File: config.mk
export PLATFORM = sky130hd
export DESIGN_NAME = integer_to_ascii_radix
export DESIGN_NICKNAME = d
export VERILOG_FILES = /design/src/design/itoa_pkg.sv /design/src/design/integer_to_ascii_radix.sv /design/src/design/itoa_div.sv /design/src/design/itoa_store.sv
export SDC_FILE = /design/constraint.sdc
export NUM_CORES = 1
export LEC_CHECK = 0
export ABC_AREA = 0
export BUFFER_PORTS_ARGS = -buffer_cell sky130_fd_sc_hd__buf_2
export CAP_MARGIN = 20
export CORE_AREA = 3 3 179 181
export DETAILED_ROUTE_END_ITERATION = 12
export DIE_AREA = 0 0 182 184
export PLACE_DENSITY = 0.64
export SLEW_MARGIN = 0
export SYNTH_ARGS = -nofsm -noshare
export SYNTH_HDL_FRONTEND = slang
export SYNTH_SLANG_ARGS = --single-unit
File: constraint.sdc
create_clock -name clock -period 3.95 [get_ports clock]
set_input_delay 0.79 -clock clock [delete_from_list [all_inputs] [get_ports clock]]
set_output_delay 0.79 -clock clock [all_outputs]
set_load 0.01 [all_outputs]
File: src/design/itoa_pkg.sv
// ----------------------------------------------------------------------------
// itoa_pkg
// Types, constants and helpers for the integer to ASCII radix converter.
// ----------------------------------------------------------------------------
package itoa_pkg;

   localparam int VALUE_BITS_DEF = 32;
   localparam int IN_VALUE_W     = 32;
   localparam int RADIX_W        = 6;
   localparam int DIGIT_W        = 6;
   localparam int CHAR_W         = 8;

   localparam logic [RADIX_W-1:0] RADIX_MIN = 6'd2;
   localparam logic [RADIX_W-1:0] RADIX_MAX = 6'd36;
   localparam logic [RADIX_W-1:0] RADIX_DEC = 6'd10;

   localparam logic OP_UNSIGNED = 1'b0;
   localparam logic OP_SIGNED   = 1'b1;

   localparam logic [DIGIT_W-1:0] DIGIT_MAX_DEC   = 6'd9;
   localparam logic [CHAR_W-1:0]  CHAR_ZERO       = 8'h30; // '0'
   localparam logic [CHAR_W-1:0]  CHAR_ALPHA_BASE = 8'h57; // 'a' - 10
   localparam logic [CHAR_W-1:0]  CHAR_MINUS      = 8'h2d; // '-'

   typedef struct packed {
      logic [IN_VALUE_W-1:0] value;
      logic [RADIX_W-1:0]    radix;
      logic                  opcode;
   } req_type;

   typedef struct packed {
      logic [CHAR_W-1:0] out_char;
      logic              last;
   } rsp_type;

   typedef enum logic [2:0] {
      ST_IDLE,
      ST_START,
      ST_DIVIDE,
      ST_SIGN,
      ST_READ,
      ST_LOAD,
      ST_HOLD
   } itoa_state_type;

   function automatic logic [CHAR_W-1:0] digit_char(input logic [DIGIT_W-1:0] d);
      logic [CHAR_W-1:0] base;
      base = (d <= DIGIT_MAX_DEC) ? CHAR_ZERO : CHAR_ALPHA_BASE;
      return base + {{(CHAR_W-DIGIT_W){1'b0}}, d};
   endfunction

endpackage

File: src/design/integer_to_ascii_radix.sv
// ----------------------------------------------------------------------------
// integer_to_ascii_radix
// Converts a binary value to ASCII digits in radix 2 to 36.
// ----------------------------------------------------------------------------
// Usage:
//   Request channel (req_valid / req_stall / req_data) takes value, radix and
//   opcode. req_stall is high from acceptance until the last character has
//   been taken, so one number is converted at a time. A radix outside 2..36
//   is taken and dropped without any response.
//   Response channel (rsp_valid / rsp_stall / rsp_data) delivers one
//   character per transfer, most significant digit first, with last set on
//   the final one. A negative value in signed radix ten gets a leading '-'.
//   Each digit costs one pass of the bit-serial divider, and all digits are
//   computed before the first character is sent. After that each character
//   is read from the digit memory into the output register once the one
//   before it has been taken.
//   While rsp_stall is high the current character is held in the output
//   register and the block waits. Reset clears the sequencer and the output
//   valid; the digit memory needs no clearing.
// ----------------------------------------------------------------------------
module integer_to_ascii_radix #(
   parameter int VALUE_BITS = itoa_pkg::VALUE_BITS_DEF
) (
   input  logic              clock,
   input  logic              reset,
   input  logic              req_valid,
   output logic              req_stall,
   input  itoa_pkg::req_type req_data,
   output logic              rsp_valid,
   input  logic              rsp_stall,
   output itoa_pkg::rsp_type rsp_data
);
   import itoa_pkg::*;

   localparam int ADDR_W  = $clog2(VALUE_BITS);
   localparam int COUNT_W = $clog2(VALUE_BITS + 1);

   itoa_state_type        state_ff, state_in;
   logic [VALUE_BITS-1:0] quotient_ff, quotient_in;
   logic [COUNT_W-1:0]    count_ff, count_in;
   logic                  minus_ff, minus_in;
   logic [RADIX_W-1:0]    radix_ff, radix_in;
   logic                  rsp_valid_ff, rsp_valid_in;
   rsp_type               rsp_data_ff, rsp_data_in;

   logic                  div_start;
   logic                  div_done;
   logic [VALUE_BITS-1:0] div_quotient;
   logic [DIGIT_W-1:0]    div_remainder;

   logic                  wr_en;
   logic                  rd_en;
   logic [DIGIT_W-1:0]    rd_data;

   logic                  req_take;
   logic                  rsp_take;
   logic                  radix_ok;
   logic [VALUE_BITS-1:0] in_value;
   logic                  in_neg;

   assign req_take = req_valid && !req_stall;
   assign rsp_take = rsp_valid_ff && !rsp_stall;
   assign radix_ok = (req_data.radix >= RADIX_MIN) && (req_data.radix <= RADIX_MAX);
   assign in_value = VALUE_BITS'(req_data.value);
   assign in_neg   = (req_data.opcode == OP_SIGNED) && (req_data.radix == RADIX_DEC)
                     && in_value[VALUE_BITS-1];

   always_comb begin
      state_in     = state_ff;
      quotient_in  = quotient_ff;
      count_in     = count_ff;
      minus_in     = minus_ff;
      radix_in     = radix_ff;
      rsp_valid_in = rsp_valid_ff;
      rsp_data_in  = rsp_data_ff;
      div_start    = 1'b0;
      wr_en        = 1'b0;
      rd_en        = 1'b0;
      unique case (state_ff)
         ST_IDLE: begin
            if (req_take && radix_ok) begin
               quotient_in = in_neg ? (~in_value + 1'b1) : in_value;
               minus_in    = in_neg;
               radix_in    = req_data.radix;
               count_in    = '0;
               state_in    = ST_START;
            end
         end
         ST_START: begin
            div_start = 1'b1;
            state_in  = ST_DIVIDE;
         end
         ST_DIVIDE: begin
            if (div_done) begin
               wr_en       = (count_ff < COUNT_W'(VALUE_BITS));
               count_in    = wr_en ? count_ff + 1'b1 : count_ff;
               quotient_in = div_quotient;
               if (div_quotient != '0) begin
                  state_in = ST_START;
               end else if (minus_ff) begin
                  state_in = ST_SIGN;
               end else begin
                  state_in = ST_READ;
               end
            end
         end
         ST_SIGN: begin
            rsp_data_in.out_char = CHAR_MINUS;
            rsp_data_in.last     = 1'b0;
            rsp_valid_in         = 1'b1;
            state_in             = ST_HOLD;
         end
         ST_READ: begin
            rd_en    = 1'b1;
            state_in = ST_LOAD;
         end
         ST_LOAD: begin
            rsp_data_in.out_char = digit_char(rd_data);
            rsp_data_in.last     = (count_ff == COUNT_W'(1));
            rsp_valid_in         = 1'b1;
            count_in             = count_ff - 1'b1;
            state_in             = ST_HOLD;
         end
         ST_HOLD: begin
            if (rsp_take) begin
               rsp_valid_in = 1'b0;
               state_in     = (count_ff == '0) ? ST_IDLE : ST_READ;
            end
         end
         default: begin
            state_in = ST_IDLE;
         end
      endcase
   end

   always_ff @(posedge clock) begin
      if (reset) begin
         state_ff     <= ST_IDLE;
         count_ff     <= '0;
         minus_ff     <= 1'b0;
         rsp_valid_ff <= 1'b0;
         quotient_ff  <= '0;
      end else begin
         state_ff     <= state_in;
         count_ff     <= count_in;
         minus_ff     <= minus_in;
         rsp_valid_ff <= rsp_valid_in;
         quotient_ff  <= quotient_in;
      end
      radix_ff    <= radix_in;
      rsp_data_ff <= rsp_data_in;
   end

   itoa_div #(
      .VALUE_BITS(VALUE_BITS)
   ) u_div (
      .clock    (clock),
      .reset    (reset),
      .start    (div_start),
      .dividend (quotient_ff),
      .divisor  (radix_ff),
      .done     (div_done),
      .quotient (div_quotient),
      .remainder(div_remainder)
   );

   itoa_store #(
      .VALUE_BITS(VALUE_BITS)
   ) u_store (
      .clock  (clock),
      .wr_en  (wr_en),
      .wr_addr(count_ff[ADDR_W-1:0]),
      .wr_data(div_remainder),
      .rd_en  (rd_en),
      .rd_addr(ADDR_W'(count_ff - 1'b1)),
      .rd_data(rd_data)
   );

   assign req_stall = (state_ff != ST_IDLE);
   assign rsp_valid = rsp_valid_ff;
   assign rsp_data  = rsp_data_ff;

endmodule

File: src/design/itoa_div.sv
// ----------------------------------------------------------------------------
// itoa_div
// Restoring divider: one quotient bit per cycle, small divisor.
// ----------------------------------------------------------------------------
module itoa_div #(
   parameter int VALUE_BITS = itoa_pkg::VALUE_BITS_DEF
) (
   input  logic                         clock,
   input  logic                         reset,
   input  logic                         start,
   input  logic [VALUE_BITS-1:0]        dividend,
   input  logic [itoa_pkg::RADIX_W-1:0] divisor,
   output logic                         done,
   output logic [VALUE_BITS-1:0]        quotient,
   output logic [itoa_pkg::DIGIT_W-1:0] remainder
);
   import itoa_pkg::*;

   localparam int STEP_W = $clog2(VALUE_BITS);

   logic                  busy_ff, busy_in;
   logic                  done_ff, done_in;
   logic [STEP_W-1:0]     step_ff, step_in;
   logic [VALUE_BITS-1:0] work_ff, work_in;
   logic [DIGIT_W-1:0]    rem_ff, rem_in;
   logic [RADIX_W-1:0]    div_ff, div_in;

   logic [DIGIT_W:0] trial;
   logic [DIGIT_W:0] diff;
   logic             ge;

   assign trial = {rem_ff, work_ff[VALUE_BITS-1]};
   assign ge    = (trial >= {1'b0, div_ff});
   assign diff  = trial - {1'b0, div_ff};

   always_comb begin
      busy_in = busy_ff;
      done_in = 1'b0;
      step_in = step_ff;
      work_in = work_ff;
      rem_in  = rem_ff;
      div_in  = div_ff;
      if (start) begin
         busy_in = 1'b1;
         step_in = '0;
         work_in = dividend;
         rem_in  = '0;
         div_in  = divisor;
      end else if (busy_ff) begin
         // remainder stays below the divisor, so it fits DIGIT_W bits
         work_in = {work_ff[VALUE_BITS-2:0], ge};
         rem_in  = ge ? diff[DIGIT_W-1:0] : trial[DIGIT_W-1:0];
         step_in = step_ff + 1'b1;
         if (step_ff == STEP_W'(VALUE_BITS - 1)) begin
            busy_in = 1'b0;
            done_in = 1'b1;
         end
      end
   end

   always_ff @(posedge clock) begin
      if (reset) begin
         busy_ff <= 1'b0;
         done_ff <= 1'b0;
         step_ff <= '0;
      end else begin
         busy_ff <= busy_in;
         done_ff <= done_in;
         step_ff <= step_in;
      end
      work_ff <= work_in;
      rem_ff  <= rem_in;
      div_ff  <= div_in;
   end

   assign done      = done_ff;
   assign quotient  = work_ff;
   assign remainder = rem_ff;

endmodule

File: src/design/itoa_store.sv
// ----------------------------------------------------------------------------
// itoa_store
// Digit memory: one write port, one registered read port.
// ----------------------------------------------------------------------------
module itoa_store #(
   parameter int VALUE_BITS = itoa_pkg::VALUE_BITS_DEF
) (
   input  logic                          clock,
   input  logic                          wr_en,
   input  logic [$clog2(VALUE_BITS)-1:0] wr_addr,
   input  logic [itoa_pkg::DIGIT_W-1:0]  wr_data,
   input  logic                          rd_en,
   input  logic [$clog2(VALUE_BITS)-1:0] rd_addr,
   output logic [itoa_pkg::DIGIT_W-1:0]  rd_data
);
   import itoa_pkg::*;

   logic [DIGIT_W-1:0] digit_mem [VALUE_BITS];
   logic [DIGIT_W-1:0] rd_data_ff;

   always_ff @(posedge clock) begin
      if (wr_en) begin
         digit_mem[wr_addr] <= wr_data;
      end
      if (rd_en) begin
         rd_data_ff <= digit_mem[rd_addr];
      end
   end

   assign rd_data = rd_data_ff;

endmodule

==> results of run 1 <==
synthesized netlist by cell type (3+ instances only):
master / count
nand2_1: 148
or4_1: 6
a21oi_1: 40
or3b_2: 3
buf_1: 6
or2_2: 8
o41ai_1: 3
nand3b_1: 8
o211ai_1: 9
mux2_2: 8
a2111oi_0: 7
a21o_1: 5
mux4_2: 60
a31oi_1: 3
or3_1: 9
nand2b_1: 6
a211o_1: 6
a22o_1: 3
a32o_1: 5
and3_1: 5
dfxtp_1: 56
inv_1: 25
xnor2_1: 18
o21a_1: 4
a211oi_1: 3
o21ai_0: 37
a31o_2: 4
nor4_1: 15
a311oi_1: 3
nor2_1: 85
nor3_1: 22
o31ai_1: 7
ha_1: 17
edfxtp_1: 251
nand4_1: 9
clkbuf_1: 52
mux2i_1: 4
xor2_1: 20
nor2b_1: 6
nand3_1: 12
flip-flops by register name (all words and copies together), names as in the netlist:
name / flops
u_div.step_ff: 5
quotient_ff: 32
state_ff: 3
rsp_data: 9
u_div.busy_ff: 1
u_div.done: 1
u_store.digit_mem: 192
u_div.div_ff: 6
count_ff: 6
minus_ff: 1
rsp_valid: 1
u_div.remainder: 6
radix_ff: 6
u_store.rd_data: 6
u_div.quotient: 32
logic make-up (layout without fill, tap and decap cells):
kind of cell | after synthesis | count (layout)
fa+ha+maj | 19 | 19
flops | 307 | 307
buf+inv | 86 | 164
xor+xnor | 38 | 38
simple gates | 351 | 351
mux | 72 | 72
compound gates | 158 | 158
worst paths after layout:
check,to,slack [ps],depth (start not counted)
hold reg to reg,u_div.div_ff[0],420,0
setup / recovery,quotient_ff[10],1100,6
setup reg to reg,quotient_ff[10],1100,6
hold / removal,u_div.div_ff[0],420,0
power groups by stage:
stage | clock, mW | combinational [mW] | sequential (mW)
after floorplan | 0 | 0.523 | 4.14
after global placement | 0 | 1.00 | 4.05
after detailed placement | 0 | 1.02 | 4.05
after CTS | 3.12 | 1.02 | 3.98
after global routing | 3.25 | 1.13 | 3.99
final | 3.06 | 1.01 | 3.98
through the flow:
stage	cell area, µm²	util
2_1_floorplan	13700	-
3_3_place_gp	14500	0.473
3_5_place_dp	14500	0.473
4_1_cts	15600	0.509
5_1_grt	15600	0.509
6_report	15600	0.509
final cells by class:
class | count | area (µm²) | share of cell area
flip-flops and latches | 307 | 8660 | 0.557
multi-input cells | 638 | 4760 | 0.306
clock buffers | 44 | 930 | 0.0597
well taps | 396 | 495 | 0.0318
repair buffers | 77 | 458 | 0.0294
clock inverters | 18 | 161 | 0.0104
inverters | 25 | 93.8 | 0.00603
routing by layer:
layer  wire length (µm)  up-vias  GRT usage
met5                  0        -          0
met4                855        0     0.0612
met3               1540       65     0.0251
met2              14600      265      0.296
met1              13500     4310      0.253
li1                   -     4018          -
==> run summary, run 1 <==
- **endpoints failing setup** 0
- **post-synthesis net count** 1093
- **main combinational cell family by area after synthesis** simple AND/OR/NAND/NOR gates
- **antenna violations before repair** 0
- **number of detailed-routing iterations run before antenna repair** 5
- **switching share of total power** 0.251
- **synthesis-to-finish area growth** 13.2%
- **port bufs** 53
- **clk buf depth** 3
- **cell chain of the critical path** buf_4, nor3_1, nand4_1, a211o_1, nor2_1, a32o_1
- **standard cell with the maximum stage delay on the critical path** nor2_1
- **leading post-synthesis cells by cell area** edfxtp_1, mux4_2, dfxtp_1, nand2_1, nor2_1
- **Post-synth EDFFs** 251
- **Max-slew headroom** 0.312
- **total overflow reported by the global router** 0
- **proportion of power drawn by the clock network** 0.380
- **minimum hold slack** 419 ps
- **internal power component** 6.03 mW
- **master cell of the clock root buffer** clkbuf_16
- **leakage component of the power** 5.34 nW
- **family of cells with the greatest summed delay on the critical path** simple AND/OR/NAND/NOR gates
- **source-to-sink clock delay at the later pin of the worst-skew pair** 520 ps
- **synthesized flop and latch total** 307
- **beginning of the critical path** state_ff[2]
- **final critical-path share of the clock period** 0.722
- **pin count of the biggest net entering global routing** 51
- **vias in the first global route** 8562
- **type of element capturing the critical path** flop
- **crit path max fanout** 16
- **CTS clock-pin slew for the worst setup and hold paths** 60 ps
- **number of fill cells** 2590
- **CTS sink count** 307
- **netlist area before placement** 13700 µm²
- **source of the worst register-to-register timing path** state_ff[2]
- **required time of the critical path** 4400 ps
- **share of flip-flops with an asynchronous set or reset after synthesis** 0
- **placed cell count** 1443
- **TritonCTS clock tree** yes
- **DP Worst Slack** 789 ps
- **antenna diode instance count** 0
- **detailed router's first-iteration violation count** 887
- **buffer and inverter count on the worst path** 1
- **starting density of the core** 0.449
- **post-synthesis compound-gate area fraction** 0.0772
- **die span in x** 182 µm
- **Num CTS Buffers** 34
- **final-report hold violation count** 0
- **shortest clock period the worst path allows after layout** 2850 ps
- **fraction of final layout cells sized beyond drive strength 1** 0.196
- **CP Class** flop to flop
- **class of the worst hold path** flop to flop
- **post-synthesis share of cell area spent on and, or, nand and nor gates** 0.118
- **stage delay of the slowest cell on the critical path** 570 ps
- **hold_sp** radix_ff[0]
- **fin cells** 1505
- **GRT Resource Usage Total** 0.181
- **status** complete, no violations
- **Post-synth top flop** edfxtp_1
- **setup repair after global routing missed its margin** no
- **highest-count cells in the layout ignoring fill and taps** edfxtp_1, nand2_1, nor2_1
- **Synth top area share** 0.548
- **post-route total power** 8.05 mW
- **cells after synthesis** 1031
- **buffers inserted during post-CTS setup optimization** 0
- **post-route worst setup slack** 1100 ps
- **power share of the sequential group** 0.495
- **count of boundary I/O pins** 54
- **share of the synthesized netlist area taken by xor and xnor gates** 0.0242
- **WL final** 30.5 mm
- **routability congestion estimate** 0.858
- **average instance area after synthesis** 13.3 µm²
- **Seq/Total Area, Yosys** 0.630
- **number of max-cap violations** 0
- **yosys warns** 0
- **fraction of synthesized area in multiplexers** 0.108
- **HPWL Detailed** 20.1 mm
- **CORE AREA** 30600 µm²
- **combinational share of power** 0.125
- **Net count, final** 1145
- **Die Area** 33500 µm²
- **vias after detailed routing** 8658
- **quantity of gates resized following cts** 0
- **most common cell after layout, fill and taps aside** edfxtp_1
- **highest attainable clock frequency** 351 MHz
- **number of H-tree branching levels** 2
- **routed via count divided by cell count** 5.75
- **Unique masters post-synth** 67
- **highest ir drop seen on vdd** 288 µV
- **worst clock skew on the final layout** 34.2 ps
- **antenna viol nets, final** 0
- **detail-routed net length per standard cell** 20.2 µm
- **max-slew violation total from the final report** 0
- **pwr dens** 517 nW/µm²
- **DRC Markers** 0
- **top cell type by total area after synthesis** edfxtp_1
- **y dimension of the die** 184 µm
- **setup total negative slack** 0 ps
- **startpoint type of the worst setup path** flop
- **switching power** 2.02 mW
- **data arrival time at the worst-slack endpoint** 3300 ps
- **transition time of the tightest slew-check pin** 1030 ps
- **number of rows in the core area** 64
- **Post-CTS Hold Fix Bufs** 0
- **adder and majority gate portion of the synthesized area** 0.0184
- **wire length of the first global-routing pass** 47.9 mm
(Power assumes the default switching activity.)
==> run 2: changes to the inputs <==
--- a/config.mk
+++ b/config.mk
@@ -11,7 +11,7 @@
 export CORE_AREA = 3 3 179 181
 export DETAILED_ROUTE_END_ITERATION = 12
 export DIE_AREA = 0 0 182 184
-export PLACE_DENSITY = 0.64
+export PLACE_DENSITY = 0.66
 export SLEW_MARGIN = 0
 export SYNTH_ARGS = -nofsm -noshare
 export SYNTH_HDL_FRONTEND = slang
==> constraint.sdc (replaced) <==
create_clock -name clock -period 2.4 [get_ports clock]
set_input_delay 0.48 -clock clock [delete_from_list [all_inputs] [get_ports clock]]
set_output_delay 0.48 -clock clock [all_outputs]
set_load 0.01 [all_outputs]
==> run 2 against run 1 <==
Final cell count up 6.7%; non-clock buffer count rose by 100; flip-flop and latch count unchanged; sequential power up 65%; fmax is 19% higher; utilization grew 3.5 points; largest cell class unchanged; hold slack lost 240 ps; clock-buffer cell count is 2 lower; die area is the same; combinational power is 84% higher; clock skew shrank 20 ps.
==> run summary, run 2 (synthesized netlist as in run 1, its figures left out) <==
- **CP Class** flop to flop
- **Post-CTS Hold Fix Bufs** 0, unchanged
- **WL final** 31.6 mm, +3.8%
- **number of max-cap violations** 0, unchanged
- **synthesis-to-finish area growth** 21.1%
- **leakage component of the power** 5.96 nW, +12%
- **die span in x** 182 µm, unchanged
- **beginning of the critical path** count_ff[1]
- **register area** 8670 µm², about the same
- **type of element capturing the critical path** flop
- **data arrival time at the worst-slack endpoint** 2670 ps, -630 ps
- **crit path max fanout** 6, -10
- **startpoint type of the worst setup path** flop
- **detail-routed net length per standard cell** 19.7 µm, -2.7%
- **antenna viol nets, final** 0, unchanged
- **setup total negative slack** 0 ps, unchanged
- **routed via count divided by cell count** 5.56, -3.3%
- **highest-count cells in the layout ignoring fill and taps** edfxtp_1, nand2_1, buf_4
- **Die Area** 33500 µm², unchanged
- **vias in the first global route** 8860, +3.5%
- **source of the worst register-to-register timing path** count_ff[1]
- **Worst setup endpoint** u_store.rd_data[3]
- **setup repair after global routing missed its margin** yes
- **max-slew violation total from the final report** 0, unchanged
- **count of boundary I/O pins** 54, unchanged
- **final-report hold violation count** 0, unchanged
- **TritonCTS clock tree** yes
- **number of cell instances on the worst register-to-register path** 7, +1
- **y dimension of the die** 184 µm, unchanged
- **highest attainable clock frequency** 417 MHz, +19%
- **total overflow reported by the global router** 0, unchanged
- **antenna violations before repair** 0, unchanged
- **most common cell after layout, fill and taps aside** edfxtp_1
- **source-to-sink clock delay at the later pin of the worst-skew pair** 520 ps, about the same
- **wire length of the first global-routing pass** 49.3 mm, +3.0%
- **GRT Resource Usage Total** 0.187, +0.00538
- **worst clock skew on the final layout** 13.8 ps, -20.4 ps
- **highest ir drop seen on vdd** 515 µV, +79%
- **class of the worst hold path** input pin to flop
- **transition time of the tightest slew-check pin** 1070 ps, +39.5 ps
- **Num CTS Buffers** 35, +2.9%
- **vias after detailed routing** 8934, +3.2%
- **required time of the critical path** 2670 ps, -1730 ps
- **number of detailed-routing iterations run before antenna repair** 5, unchanged
- **detailed router's first-iteration violation count** 860, -3.0%
- **HPWL Detailed** 21.1 mm, +5.2%
- **pin count of the biggest net entering global routing** 50, -2.0%
- **antenna diode instance count** 0, unchanged
- **reg-to-reg slack, setup** 3 ps, -1100 ps
- **port bufs** 53, unchanged
- **minimum hold slack** 182 ps, -237 ps
- **shortest clock period the worst path allows after layout** 2400 ps, -455 ps
- **status** complete, no violations
- **pwr dens** 831 nW/µm², +61%
- **master cell of the clock root buffer** clkbuf_16
- **endpoints failing setup** 0, unchanged
- **number of flip-flops under the largest register name** 192, unchanged
- **final critical-path share of the clock period** 0.999, +0.277
- **Max-slew headroom** 0.285, -0.0275
- **number of H-tree branching levels** 2, unchanged
- **starting density of the core** 0.449, unchanged
- **routability congestion estimate** 0.855, -0.31%
- **register with the most flip-flops** u_store.digit_mem
- **DRC Markers** 0, unchanged
- **number of rows in the core area** 64, unchanged
- **cell depth of the worst min-delay path** 1, +1
- **fraction of final layout cells sized beyond drive strength 1** 0.272, +0.0762
- **CORE AREA** 30600 µm², unchanged
- **clk buf depth** 3, unchanged
- **CTS clock-pin slew for the worst setup and hold paths** 60 ps, about the same
- **number of fill cells** 2494, -3.7%
- **CTS sink count** 307, unchanged
- **Net count, final** 1246, +8.8%
- **end of the worst register-to-register path** u_store.rd_data[3]
- **combined area of the multi-input logic cells** 4830 µm², +1.4%
-- run 2: cell type report --
| cell class | count | share of cell area |
|---|---|---|
| multi-input cells | 638 | 0.290 |
| flip-flops and latches | 307 | 0.521 |
| well taps | 396 | 0.0298 |
| clock buffers | 42 | 0.0548 |
| inverters | 25 | 0.00579 |
| repair buffers | 177 | 0.0827 |
| clock inverters | 21 | 0.0162 |
-- run 2: worst min-delay path by stage --
stage / start / to / slack (ps)
detailed placement: radix_ff[1] / u_div.div_ff[1] / 410
CTS: req_data[5] / radix_ff[4] / 170
floorplan: radix_ff[0] / u_div.div_ff[0] / 400
global route: req_data[1] / radix_ff[0] / 170
global placement: radix_ff[1] / u_div.div_ff[1] / 400
finish: req_data[3] / radix_ff[2] / 180
-- run 2: metal layers --
metal  vias to the layer above  global-route usage  share of wire
met4                         0              0.0500          0.019
met3                        44              0.0283          0.054
met2                       265               0.312           0.49
met1                      4399               0.258           0.44
li1                       4226                   -              -
met5                         -                   0              0
-- run 2: repair_timing --
item	4_1_cts	5_1_grt
cloned	0	3
setup buffers	0	5
setup endpoints to repair	1	39
gates resized for setup	1	10
pin swaps	0	3
-- run 2: critical path, stage by stage, from the launching register on --
cell and delay [ps]:
dfxtp_1 340, inv_1 80, ha_4 300, buf_12 150
buf_12 120, mux4_2 310, mux4_2 540, mux2_4 300
-- run 2: per-stage QoR --
stage / setup WS (ps) / instance area [µm²] / instances / total power [mW] / utilization
detailed placement: -163 / 15300 / 1535 / 8.50 / 0.500
global placement: -186 / 15300 / 1535 / 8.42 / 0.500
floorplan: -37.4 / 13900 / 1031 / 7.71 / -
global route: -72.3 / 16600 / 1606 / 14.4 / 0.544
CTS: 0.309 / 16500 / 1598 / 13.9 / 0.539
finish: 2.95 / 16600 / 1606 / 13.8 / 0.544
-- run 2: where the power goes --
part	leakage, nW	switching, mW	internal, mW
registers	2.78	0.145	6.42
clock network	0.572	2.14	3.28
logic	2.61	1.19	0.669
total	5.96	3.47	10.4
==> run 3: changes to the inputs <==
--- a/config.mk
+++ b/config.mk
@@ -11,6 +11,7 @@
 export CORE_AREA = 3 3 179 181
 export DETAILED_ROUTE_END_ITERATION = 12
 export DIE_AREA = 0 0 182 184
+export MAX_ROUTING_LAYER = met4
 export PLACE_DENSITY = 0.66
 export SLEW_MARGIN = 0
 export SYNTH_ARGS = -nofsm -noshare
==> run 3 against run 2 <==
The flow now finishes with violations (setup timing); clock skew hardly changed; fmax shrank 0.25%; sequential power is essentially flat; critical endpoint unchanged; combinational power about the same; utilization is the same; largest cell class unchanged; register-to-register slack hardly changed.
==> run summary, run 3 (synthesized netlist as in run 1, its figures left out) <==
- **antenna viol nets, final** 0, unchanged
- **internal power component** 10.4 mW, about the same
- **WL final** 31.7 mm, +0.29%
- **number of fill cells** 2500, +0.24%
- **number of H-tree branching levels** 2, unchanged
- **violated checks** setup timing
- **highest attainable clock frequency** 416 MHz, -0.25%
- **max-slew violation total from the final report** 0, unchanged
- **buffer and inverter count on the worst path** 3, unchanged
- **data arrival time at the worst-slack endpoint** 2670 ps, about the same
- **number of detailed-routing iterations run before antenna repair** 5, unchanged
- **wire length of the first global-routing pass** 49.3 mm, about the same
- **detailed router's first-iteration violation count** 829, -3.6%
- **Max-slew headroom** 0.325, +0.0397
- **pwr dens** 831 nW/µm², about the same
- **antenna violations before repair** 0, unchanged
- **CTS sink count** 307, unchanged
- **GRT Resource Usage Total** 0.192, +0.00578
- **highest-count cells in the layout ignoring fill and taps** edfxtp_1, nand2_1, buf_4
- **transition time of the tightest slew-check pin** 1010 ps, -59.3 ps
- **detail-routed net length per standard cell** 19.7 µm, +0.29%
- **status** finished, violations left
- **proportion of power drawn by the clock network** 0.391, about the same
- **CTS clock-pin slew for the worst setup and hold paths** 60 ps, about the same
- **shortest clock period the worst path allows after layout** 2400 ps, +5.89 ps
- **startpoint type of the worst setup path** flop
- **highest ir drop seen on vdd** 515 µV, about the same
- **routability congestion estimate** 0.869, +1.6%
- **HPWL Detailed** 21.1 mm, unchanged
- **routed via count divided by cell count** 5.62, +1.1%
- **setup repair after global routing missed its margin** yes
- **endpoints failing setup** 1, +1
- **Net count, final** 1246, unchanged
- **register with the most flip-flops** u_store.digit_mem
- **number of flip-flops under the largest register name** 192, unchanged
- **source-to-sink clock delay at the later pin of the worst-skew pair** 520 ps, about the same
- **switching power** 3.46 mW, -0.34%
- **post-route worst setup slack** -2.94 ps, -5.89 ps
- **fin cells** 1606, unchanged
- **Post-CTS Hold Fix Bufs** 0, unchanged
- **vias after detailed routing** 9028, +1.1%
- **pin count of the biggest net entering global routing** 50, unchanged
- **number of max-cap violations** 0, unchanged
- **count of boundary I/O pins** 54, unchanged
- **starting density of the core** 0.449, unchanged
- **vias in the first global route** 8865, +0.056%
- **CORE AREA** 30600 µm², unchanged
- **worst clock skew on the final layout** 13.4 ps, -0.420 ps
- **Die Area** 33500 µm², unchanged
- **antenna diode instance count** 0, unchanged
- **fraction of final layout cells sized beyond drive strength 1** 0.272, unchanged
- **total overflow reported by the global router** 0, unchanged
- **number of rows in the core area** 64, unchanged
- **register area** 8670 µm², unchanged
- **y dimension of the die** 184 µm, unchanged
- **final-report hold violation count** 0, unchanged
- **combined area of the multi-input logic cells** 4830 µm², unchanged
- **crit path max fanout** 11, +5
- **clk buf depth** 3, unchanged
- **switching share of total power** 0.250, -0.000650
- **combinational share of power** 0.134, about the same
- **post-route total power** 13.8 mW, about the same
- **master cell of the clock root buffer** clkbuf_16
- **DRC Markers** 0, unchanged
- **minimum hold slack** 182 ps, +0.213 ps
- **standard cell with the maximum stage delay on the critical path** mux4_2
- **synthesis-to-finish area growth** 21.1%, unchanged
- **cell chain of the critical path** inv_1, ha_4, buf_12, buf_12, mux4_2, mux4_2, mux2_4
- **most common cell after layout, fill and taps aside** edfxtp_1
- **setup total negative slack** -2.94 ps, -2.94 ps
- **placed cell count** 1535, unchanged
- **port bufs** 53, unchanged
- **stage delay of the slowest cell on the critical path** 500 ps, -40 ps
- **class of the worst hold path** input pin to flop
- **Num CTS Buffers** 35, unchanged
- **power share of the sequential group** 0.474, about the same
- **type of element capturing the critical path** flop
- **CP Class** flop to flop
- **required time of the critical path** 2670 ps, about the same
- **TritonCTS clock tree** yes
- **final critical-path share of the clock period** 1.00, +0.00245
- **leakage component of the power** 5.96 nW, unchanged
- **family of cells with the greatest summed delay on the critical path** multiplexers
- **die span in x** 182 µm, unchanged
run 3: worst paths after layout:
kind,to,startpoint,depth (start not counted),slack (ps)
min,radix_ff[2],req_data[3],1,180
min reg2reg,u_div.div_ff[4],radix_ff[4],0,420
max,u_store.rd_data[3],count_ff[1],7,-3
max reg2reg,u_store.rd_data[3],count_ff[1],7,-3
run 3: cell type report:
cell class | count | area share
Timing Repair Buffer | 177 | 0.0827
Multi-Input combinational cell | 638 | 0.290
Tap cell | 396 | 0.0298
Clock buffer | 42 | 0.0548
Sequential cell | 307 | 0.521
Clock inverter | 21 | 0.0162
Inverter | 25 | 0.00579
run 3: power by group through the flow:
stage | Combinational [mW] | Clock [mW] | Sequential, mW
2_1_floorplan | 0.887 | 0 | 6.83
3_3_place_gp | 1.76 | 0 | 6.66
3_5_place_dp | 1.83 | 0 | 6.67
4_1_cts | 1.84 | 5.53 | 6.56
5_1_grt | 2.06 | 5.76 | 6.58
6_report | 1.86 | 5.41 | 6.56
run 3: stage by stage:
stage,utilization,worst slack (ps),area [µm²]
after floorplan,-,-37.4,13900
after global placement,0.500,-186,15300
after detailed placement,0.500,-163,15300
after CTS,0.539,0.309,16500
after global routing,0.544,-80.5,16600
final,0.544,-2.94,16600
run 3: timing repair:
| item | 4_1_cts | 5_1_grt |
|---|---|---|
| resized for setup | 1 | 10 |
| setup endpoints to repair | 1 | 39 |
| setup buffers | 0 | 5 |
| pin swaps | 0 | 3 |
| cloned | 0 | 3 |
run 3: per-layer routing:
metal | track usage | vias up | share of wire | wire (µm)
li1 | - | 4221 | - | -
met4 | 0.0500 | 0 | 0.019 | 601
met5 | - | - | 0 | 0
met2 | 0.312 | 301 | 0.49 | 15500
met1 | 0.258 | 4460 | 0.43 | 13700
met3 | 0.0279 | 46 | 0.060 | 1910
